**src/hdl/crc_fp_pkg.sv**
```systemverilog
`default_nettype none
package crc_fp_pkg;

  localparam logic [15:0] CrcInit  = 16'hFFFF;
  localparam logic [15:0] CrcPoly  = 16'h1021;
  localparam logic [7:0]  SyncA    = 8'hAA;
  localparam logic [7:0]  SyncB    = 8'h55;
  localparam logic [7:0]  Version  = 8'h01;

  localparam int unsigned QueueDepth = 4;
  localparam int unsigned PtrW       = $clog2(QueueDepth);
  localparam int unsigned CntW       = $clog2(QueueDepth + 1);

  typedef enum logic [0:0] {
    KIND_PAYLOAD = 1'b0,
    KIND_VERDICT = 1'b1
  } result_kind_e;

  typedef enum logic [8:0] {
    PH_IDLE    = 9'b0_0000_0001,
    PH_SYNC_A  = 9'b0_0000_0010,
    PH_SYNC_B  = 9'b0_0000_0100,
    PH_VER     = 9'b0_0000_1000,
    PH_TYPE    = 9'b0_0001_0000,
    PH_LEN     = 9'b0_0010_0000,
    PH_PAYLOAD = 9'b0_0100_0000,
    PH_CRC_LO  = 9'b0_1000_0000,
    PH_CRC_HI  = 9'b1_0000_0000
  } phase_e;

  typedef struct packed {
    logic [7:0] byte_in;
    logic       first_byte;
    logic       final_byte;
  } in_beat_t;

  typedef struct packed {
    logic       result_kind;
    logic [7:0] payload_byte;
    logic [7:0] frame_type;
    logic [7:0] payload_length;
    logic       frame_ok;
    logic       last_result;
  } out_beat_t;

  // number of result beats the front hands to the queue this cycle
  typedef struct packed {
    logic [1:0] num;
  } push_t;

  // crc-16 ccitt-false, one byte msb first
  function automatic logic [15:0] crc16_byte(input logic [15:0] crc, input logic [7:0] b);
    logic [15:0] c;
    c = crc ^ {b, 8'h00};
    for (int i = 0; i < 8; i++) begin
      if (c[15]) begin
        c = {c[14:0], 1'b0} ^ CrcPoly;
      end else begin
        c = {c[14:0], 1'b0};
      end
    end
    return c;
  endfunction

endpackage
`default_nettype wire

```
**src/hdl/crc_fp_front.sv**
```systemverilog
`default_nettype none
module crc_fp_front #(
  parameter int unsigned MaxPayload = 128
) (
  input  wire logic                  clk_i,
  input  wire logic                  rst_ni,
  input  wire logic                  in_valid_i,
  input  wire logic                  in_stall_i,
  input  wire crc_fp_pkg::in_beat_t  in_data_i,
  output crc_fp_pkg::push_t          push_o,
  output crc_fp_pkg::out_beat_t      slot0_o,
  output crc_fp_pkg::out_beat_t      slot1_o
);
  import crc_fp_pkg::*;

  phase_e      phase_q, phase_d;
  logic [15:0] crc_q, crc_d;
  logic [7:0]  type_q, type_d;
  logic [7:0]  len_q, len_d;
  logic [7:0]  cnt_q, cnt_d;
  logic [7:0]  lo_q, lo_d;

  out_beat_t e0, e1, e2;
  logic      v0, v1, v2;
  logic      accept;

  function automatic out_beat_t verdict(input logic [7:0] t, input logic [7:0] l,
                                        input logic ok);
    out_beat_t r;
    r.result_kind    = KIND_VERDICT;
    r.payload_byte   = '0;
    r.frame_type     = t;
    r.payload_length = l;
    r.frame_ok       = ok;
    r.last_result    = 1'b1;
    return r;
  endfunction

  assign accept = in_valid_i && !in_stall_i;

  always_comb begin
    logic [7:0]  b;
    logic [15:0] upd;
    logic [7:0]  cnt_inc;
    b       = in_data_i.byte_in;
    phase_d = phase_q;
    crc_d   = crc_q;
    type_d  = type_q;
    len_d   = len_q;
    cnt_d   = cnt_q;
    lo_d    = lo_q;
    v0 = 1'b0;
    v1 = 1'b0;
    v2 = 1'b0;
    // open frame cut short by a new first byte
    e0 = verdict(type_q, 8'h00, 1'b0);
    e1 = verdict(type_q, 8'h00, 1'b0);

    if (in_data_i.first_byte) begin
      v0      = (phase_q != PH_IDLE);
      phase_d = PH_SYNC_A;
      crc_d   = CrcInit;
      type_d  = '0;
      len_d   = '0;
      cnt_d   = '0;
      lo_d    = '0;
    end

    upd     = crc16_byte(crc_d, b);
    cnt_inc = cnt_d + 8'd1;
    e1      = verdict(type_d, 8'h00, 1'b0);

    unique case (phase_d)
      PH_IDLE: begin
      end
      PH_SYNC_A: begin
        if (b == SyncA) phase_d = PH_SYNC_B;
        else begin
          v1 = 1'b1;
          phase_d = PH_IDLE;
        end
      end
      PH_SYNC_B: begin
        if (b == SyncB) phase_d = PH_VER;
        else begin
          v1 = 1'b1;
          phase_d = PH_IDLE;
        end
      end
      PH_VER: begin
        if (b == Version) begin
          crc_d   = upd;
          phase_d = PH_TYPE;
        end else begin
          v1 = 1'b1;
          phase_d = PH_IDLE;
        end
      end
      PH_TYPE: begin
        type_d  = b;
        crc_d   = upd;
        phase_d = PH_LEN;
      end
      PH_LEN: begin
        len_d = b;
        if (b > 8'(MaxPayload)) begin
          v1 = 1'b1;
          phase_d = PH_IDLE;
        end else begin
          crc_d   = upd;
          cnt_d   = '0;
          phase_d = (b != 8'h00) ? PH_PAYLOAD : PH_CRC_LO;
        end
      end
      PH_PAYLOAD: begin
        v1              = 1'b1;
        e1              = '0;
        e1.result_kind  = KIND_PAYLOAD;
        e1.payload_byte = b;
        crc_d           = upd;
        cnt_d           = cnt_inc;
        if (cnt_inc >= len_d) phase_d = PH_CRC_LO;
      end
      PH_CRC_LO: begin
        lo_d    = b;
        phase_d = PH_CRC_HI;
      end
      PH_CRC_HI: begin
        v1 = 1'b1;
        if ({b, lo_d} == crc_d) e1 = verdict(type_d, len_d, 1'b1);
        else                    e1 = verdict(type_d, 8'h00, 1'b0);
        phase_d = PH_IDLE;
      end
      default: begin
        phase_d = PH_IDLE;
      end
    endcase

    // buffer ended before the trailer was complete
    e2 = verdict(type_d, 8'h00, 1'b0);
    if (in_data_i.final_byte && (phase_d != PH_IDLE)) begin
      v2      = 1'b1;
      phase_d = PH_IDLE;
    end
  end

  // pack up to two results in order
  always_comb begin
    slot0_o = v0 ? e0 : (v1 ? e1 : e2);
    slot1_o = (v0 && v1) ? e1 : e2;
    push_o.num = '0;
    if (accept) begin
      push_o.num = 2'({1'b0, v0} + {1'b0, v1} + {1'b0, v2});
    end
  end

  always_ff @(posedge clk_i or negedge rst_ni) begin
    if (!rst_ni) begin
      phase_q <= PH_IDLE;
      crc_q   <= CrcInit;
      type_q  <= '0;
      len_q   <= '0;
      cnt_q   <= '0;
      lo_q    <= '0;
    end else if (accept) begin
      phase_q <= phase_d;
      crc_q   <= crc_d;
      type_q  <= type_d;
      len_q   <= len_d;
      cnt_q   <= cnt_d;
      lo_q    <= lo_d;
    end
  end

endmodule
`default_nettype wire

```
**src/hdl/crc_fp_queue.sv**
```systemverilog
`default_nettype none
module crc_fp_queue (
  input  wire logic                   clk_i,
  input  wire logic                   rst_ni,
  input  wire crc_fp_pkg::push_t      push_i,
  input  wire crc_fp_pkg::out_beat_t  slot0_i,
  input  wire crc_fp_pkg::out_beat_t  slot1_i,
  output logic                        room_o,
  output logic                        out_valid_o,
  input  wire logic                   out_stall_i,
  output crc_fp_pkg::out_beat_t       out_data_o
);
  import crc_fp_pkg::*;

  out_beat_t         mem_q [QueueDepth];
  logic [PtrW-1:0]   wr_q, rd_q;
  logic [CntW-1:0]   cnt_q, cnt_d;
  logic              pop;

  // room for the worst case of two results from one byte
  assign room_o      = (cnt_q <= CntW'(QueueDepth - 2));
  assign out_valid_o = (cnt_q != '0);
  assign out_data_o  = mem_q[rd_q];
  assign pop         = out_valid_o && !out_stall_i;

  assign cnt_d = cnt_q + CntW'(push_i.num) - CntW'(pop);

  always_ff @(posedge clk_i) begin
    if (push_i.num != 2'd0) mem_q[wr_q] <= slot0_i;
    if (push_i.num == 2'd2) mem_q[wr_q + PtrW'(1)] <= slot1_i;
  end

  always_ff @(posedge clk_i or negedge rst_ni) begin
    if (!rst_ni) begin
      wr_q  <= '0;
      rd_q  <= '0;
      cnt_q <= '0;
    end else begin
      wr_q  <= wr_q + PtrW'(push_i.num);
      if (pop) rd_q <= rd_q + PtrW'(1);
      cnt_q <= cnt_d;
    end
  end

endmodule
`default_nettype wire

```
**src/hdl/crc_frame_parser.sv**
```systemverilog
// crc_frame_parser: streaming parser for framed packets
//   0xAA 0x55 version type length payload[length] crc_lo crc_hi
// input channel: one buffer byte per beat with first/final flags, taken
//   when in_valid_i is high and in_stall_o is low
// output channel: result beats, taken when out_valid_o is high and
//   out_stall_i is low; payload bytes are forwarded tentatively, one
//   verdict beat (last_result set) closes each frame
// crc-16 ccitt-false over version, type, length and payload, checked
//   against the little-endian trailer
// results are registered into the result queue as their bytes are taken
// throughput: one byte per cycle unless stalled; a byte causing two results
//   (open frame cut by a new first byte, or early end of buffer) queues both
// the front parser writes into a four-beat result queue; in_stall_o rises
//   when fewer than two queue slots are free, so a stalled receiver only
//   backs up into the input once the queue holds more than two beats
// reset: parser idle (bytes ignored until a first byte), queue empty
`default_nettype none
module crc_frame_parser #(
  parameter int unsigned MaxPayload = 128
) (
  input  wire logic                  clk_i,
  input  wire logic                  rst_ni,
  input  wire logic                  in_valid_i,
  output logic                       in_stall_o,
  input  wire crc_fp_pkg::in_beat_t  in_data_i,
  output logic                       out_valid_o,
  input  wire logic                  out_stall_i,
  output crc_fp_pkg::out_beat_t      out_data_o
);
  import crc_fp_pkg::*;

  push_t     push;
  out_beat_t slot0, slot1;
  logic      room;

  // stall depends on queue fill only, never on in_valid_i
  assign in_stall_o = !room;

  // parser, crc and framing checks
  crc_fp_front #(
    .MaxPayload(MaxPayload)
  ) u_front (
    .clk_i     (clk_i),
    .rst_ni    (rst_ni),
    .in_valid_i(in_valid_i),
    .in_stall_i(in_stall_o),
    .in_data_i (in_data_i),
    .push_o    (push),
    .slot0_o   (slot0),
    .slot1_o   (slot1)
  );

  // result queue, head drives the output channel
  crc_fp_queue u_queue (
    .clk_i      (clk_i),
    .rst_ni     (rst_ni),
    .push_i     (push),
    .slot0_i    (slot0),
    .slot1_i    (slot1),
    .room_o     (room),
    .out_valid_o(out_valid_o),
    .out_stall_i(out_stall_i),
    .out_data_o (out_data_o)
  );

endmodule
`default_nettype wire

```
**config.mk**
```make
export PLATFORM = sky130hd
export DESIGN_NAME = crc_frame_parser
export DESIGN_NICKNAME = d
export VERILOG_FILES = /design/src/hdl/crc_fp_pkg.sv /design/src/hdl/crc_fp_front.sv /design/src/hdl/crc_fp_queue.sv /design/src/hdl/crc_frame_parser.sv
export SDC_FILE = /design/constraint.sdc
export NUM_CORES = 1
export LEC_CHECK = 0
export ABC_AREA = 1
export BUFFER_PORTS_ARGS = -buffer_cell sky130_fd_sc_hd__buf_2
export CAP_MARGIN = 20
export CORE_AREA = 2 2 96 167
export CTS_CLUSTER_DIAMETER = 100
export CTS_CLUSTER_SIZE = 8
export DETAILED_ROUTE_END_ITERATION = 12
export DIE_AREA = 0 0 98 169
export PLACE_DENSITY = 0.82
export SLEW_MARGIN = 20
export SYNTH_ARGS = -nofsm -noshare
export SYNTH_HDL_FRONTEND = slang
export SYNTH_SLANG_ARGS = --single-unit
```
**constraint.sdc**
```tcl
create_clock -name clk_i -period 15.15 [get_ports clk_i]
set_clock_uncertainty 0.2 [all_clocks]
set_input_delay 2.2725 -clock clk_i [delete_from_list [all_inputs] [get_ports clk_i]]
set_output_delay 2.2725 -clock clk_i [all_outputs]
set_load 0.005 [all_outputs]
```
Yosys cells after proc, flatten, opt, wreduce, memory -nomap -nowiden --
Memories as Yosys holds them, arrays and structs flattened. Index checks and enable logic that the tools add are counted. Widths: inputs -> output; s select.
Word-level totals: bits in registers 64, memory bits (writable) 108, input bits 14, output and inout bits 29, memories kept 1
Memory list:
- u_queue.mem_q | words 4, width 27, read ports 1, clocked after memory_dff 0, write ports 2, RTL line crc_fp_queue.sv:15 | out_beat_t mem_q [QueueDepth];
Cells by class: add/subtract/negate cells 8, order comparisons 3, equality and inequality tests 16, mux-type cells 47, bitwise logic cells 9, reduce and logical (&&, ||, !) cells 11
Operators by type and width (number):
- $mux 13 | 8
- $mux 27 | 3
- $mux 8 | 9
- $pmux 9 s8 | 1
- $pmux 27 s2 | 1
- $mux 16 | 3
- $pmux 16 s3 | 1
- $mux 9 | 4
- $not 3->3 | 8
- $ne 9x1->1 const B | 2
- $eq 16x16->1 | 1
- $pmux 8 s2 | 1
- $xor 16x16->16 | 1
- $mux 1 | 10
- $mux 10 | 1
- $eq 9x1->1 const B | 1
- $eq 9x2->1 const B | 1
- $eq 9x3->1 const B | 1
- $eq 9x4->1 const B | 1
- $eq 9x5->1 const B | 1
- $eq 9x6->1 const B | 1
- $eq 9x7->1 const B | 1
- $eq 9x8->1 const B | 1
- $eq 9x9->1 const B | 1
- 25 further kinds | 31

Logic depth before layout (Yosys ltp) --
word-level depth 20, mapped depth 21

Hierarchy --
Synthesis repeated with hierarchy kept, for this count alone.
Unflattened totals: cell total of the unflattened synthesis 1552, area, all modules 11237.0 sq um
Modules (own cells, without submodules):
- crc_fp_queue | times used 1, cells each 763, area an instance 6234.7 sq um, seq. area each 3418.3 sq um
- crc_fp_front | times used 1, cells each 788, area an instance 4998.5 sq um, seq. area each 1447.6 sq um
- crc_frame_parser | times used 1, cells each 1, area an instance 3.8 sq um, seq. area each 0.0 sq um

Least setup slack after synthesis --
Ideal clock, no wire load.
path kind input port to flip-flop, from in in_data_i[1] in the netlist's numbering, to mem u_queue.mem_q[0][0] in the netlist's numbering, enable pin, data arrival time 6.096 ns, data required time 14.505 ns, slack 8.409 ns, stages 17, cells stage by stage buf_6 -> inv_2 -> buf_6 -> nand2_1 -> nor2_1 -> nand2_2 -> buf_6 -> nand3_1 -> nor2_1 -> nand2_1 -> nand4_2 -> inv_1 -> fa_1 -> inv_1 -> nor2_1 -> nor2_1 -> o21ai_0
RTL lines:
- start, declared | RTL line crc_frame_parser.sv:25 | input wire crc_fp_pkg::in_beat_t in_data_i,
- end, declared | RTL line crc_fp_queue.sv:15

==> impl_results.md <==
- Outcome: finished clean
- Routed Antenna Nets: 0
- CTS tree: done
- CP Data Required Time: 15.00 ns
- Cell count after synthesis: 1180
- Initial core utilization: 63.7%
- Top-count cell post-synth: nand2_1
- DR WL/cell: 17.5 um
- TNS Setup: 0 ns
- Final Instance Area: 10500 um^2
- Core area: 15200 um^2
- First-pass GRT wire length: 39700 um
- Post-synth top area cell: edfxtp_1
- Yosys warnings: 0
- Vias in the first global route: 8015
- Fmax: 145 MHz
- Library cells used by synthesis: 42
- Largest net degree at the start of global routing: 77
- Final Util: 69.2%
- # IOs: 43
- Net Switching: 635 uW
- Crit-path slowest cell: nor2_2
- Nets: 1224
- Drt pass-1 iters: 7
- Initial antenna violation count: 0
- Reg power frac: 38.2%
- Post-Synthesis Net Count: 1209
- Die width: 98 um
- DRC: 0
- Cts bufs inserted: 17
- Final Cycle Share: 45.6%
- Mapped Area: 9700 um^2
- Slew HR: 30.0%
- Post-synth top area share: 32.2%
- Clock latency on the worst-skew pair: 0.43 ns
- Htree depth: 4
- Nature of the critical path startpoint: input port
- Die height: 169 um
- RSZ-0062 raised after global routing: no
- Die ar.: 16600 um^2
- Max_cap viols: 0
- HPWL after DPL: 16400 um
- Fin. max-slew vios: 0
- CTS Sinks: 168
- Most used DFF post-synth: edfxtp_1
- Port bufs: 42
- Int Power: 1.01 mW
- Sequential area share after synthesis: 48.9%
- Cts hold-fix bufs: 0
- Switching part of the total: 38.5%
- Diode count: 0
- Synth cell count leaders: nand2_1, nor2_1, edfxtp_1
- Clk buf depth: 2
- Clock edge transition at the registers on the reported setup and hold paths: 0.07 ns
- All-layer global routing usage: 30.4%
- Setup Fix Bufs, Post-CTS: 0
- Area Overhead vs Synth: 8.64%
- Rows: 60
- Crit end category: flop
- Pwr per Cell Area: 156 nW/um^2
- Leakage Power: 4.55 nW
- Clock power share: 25.8%
- Layout cells sized above 1: 13.4%
- Hold Crit Class: reg2reg
- EDFF count, synth: 104
- Synth top area cells: edfxtp_1, nand2_1, dfrtp_1
- CP peak stage delay: 0.72 ns
- Final hold vios: 0
- Vias/cell: 5.91
- Wirelength, routed: 24300 um
- Worst-path fanout max: 38
- Final worst slack: 8.24 ns
- Worst Max-Slew Pin Slew: 1.05 ns
- Vias: 8237
- CTS root buffer: clkbuf_16
- CP Class: in2reg
- Crit path cell chain: buf_2 -> inv_2 -> nand2_1 -> nor2_1 -> nand2_2 -> nand3_1 -> nor2_1 -> nand2_1 -> nand4_2 -> inv_1 -> fa_1 -> inv_1 -> nand2_1 -> nor2_2 -> inv_2 -> o21ai_4
- Setup Viol. Count Final: 0
- Hold Slack: 0.268 ns
- Area of placed instances: 9960 um^2
- Routability-driven placement congestion ratio: 0.974
- Overflow after GRT: 0
- Most used cell, CP: nand2_1
- Post-layout minimum cycle time: 6.91 ns
- Combinational fraction of design power: 35.9%
- Syn avg cell area: 8.22 um^2
- 1st-iter DRT viols: 813
- Yosys reg bits: 168
- Async set-or-reset flop fraction in the synthesized netlist: 38.1%
- Critical Path AT: 6.76 ns
- Worst VDD drop: 0.101 mV
- Pre-CTS setup slack: 7.59 ns
- Resize count post-CTS: 0
## cell families (layout without fill, tap and decap cells)
kind of cell	Yosys count	after routing	share of synthesized area, %
xor+xnor	39	39	3.91
buf+inv	128	156	5.79
compound gates	169	169	10.4
simple gates	661	661	28.9
flops	168	168	48.9
fa+ha+maj	15	15	2.09
## flip-flops by register name (all words and copies together), names as in the netlist
signal and cells:
u_front.type_q 8, u_queue.cnt_q 3, u_queue.mem_q 104, u_queue.rd_q 2
u_front.cnt_q 8, u_front.crc_q 16, u_front.lo_q 8, u_front.phase_q 9
u_queue.wr_q 2, u_front.len_q 8
## per-layer routing
layer / GRT usage (%) / vias to the layer above / share of wire, %
met3: 3.51 / 90 / 5.1
met1: 35.2 / 3856 / 37
li1: - / 3911 / -
met5: 0 / - / 0
met4: 15.1 / 0 / 4.7
met2: 55.3 / 380 / 54
## per-stage QoR
stage          std cells  total power, mW
6_report            1394             1.65
5_1_grt             1394             1.75
4_1_cts             1394             1.65
3_5_place_dp        1362             1.22
3_3_place_gp        1362             1.20
2_1_floorplan       1180             1.05
## final cells by class
type                    count  area [um^2]
fillers                  1228         4700
repair buffers             50          270
inverters                  74          278
flip-flops and latches    168         4750
clock buffers              18          429
well taps                 186          233
multi-input cells         884         4430
clock inverters            14          150
## cell usage in the layout, fill, tap and decap left out, types with 8 or more instances in the layout
master	count
dfrtp_1	47
nand2_1	374
o21ai_0	94
edfxtp_1	104
ha_1	13
nand4_1	10
dfstp_2	17
a21oi_4	8
nand3_1	45
a21oi_1	26
buf_2	42
nor2_1	163
o22ai_1	26
xnor2_1	11
nor3_1	30
inv_2	10
xor2_1	23
nor2_2	9
clkbuf_16	17
nor3_2	12
inv_1	64
buf_4	8
## critical path: cells and delay by family
kind / cells / cell delay, ns
adder cells (fa/ha/maj): 1 / 0.45
AO/OA/AOI/OAI: 1 / 0.44
buffers and inverters: 5 / 1.48
AND/OR/NAND/NOR: 9 / 2.06
## worst paths after layout
kind	from	end	slack, ns	cells after the start
worst max-delay path	in_data_i[1]	u_queue.mem_q[3][16]	8.24	16
worst min-delay path	u_front.crc_q[3]	u_front.crc_q[3]	0.27	2
worst max register to register	u_front.phase_q[2]	u_queue.mem_q[3][16]	10.43	15
worst min register to register	u_front.crc_q[3]	u_front.crc_q[3]	0.27	2
max in group asynchronous	rst_ni	u_front.type_q[5]	12.38	2
min in group asynchronous	rst_ni	u_queue.rd_q[1]	1.81	2
## power groups by stage
stage               clock network (mW)  registers [mW]  logic [mW]
finish                           0.425           0.630       0.592
global route                     0.446           0.637       0.669
CTS                              0.429           0.628       0.592
detailed placement                   0           0.637       0.587
global placement                     0           0.633       0.570
floorplan                            0           0.630       0.416
No activity file was read; power rests on OpenSTA's default activity.
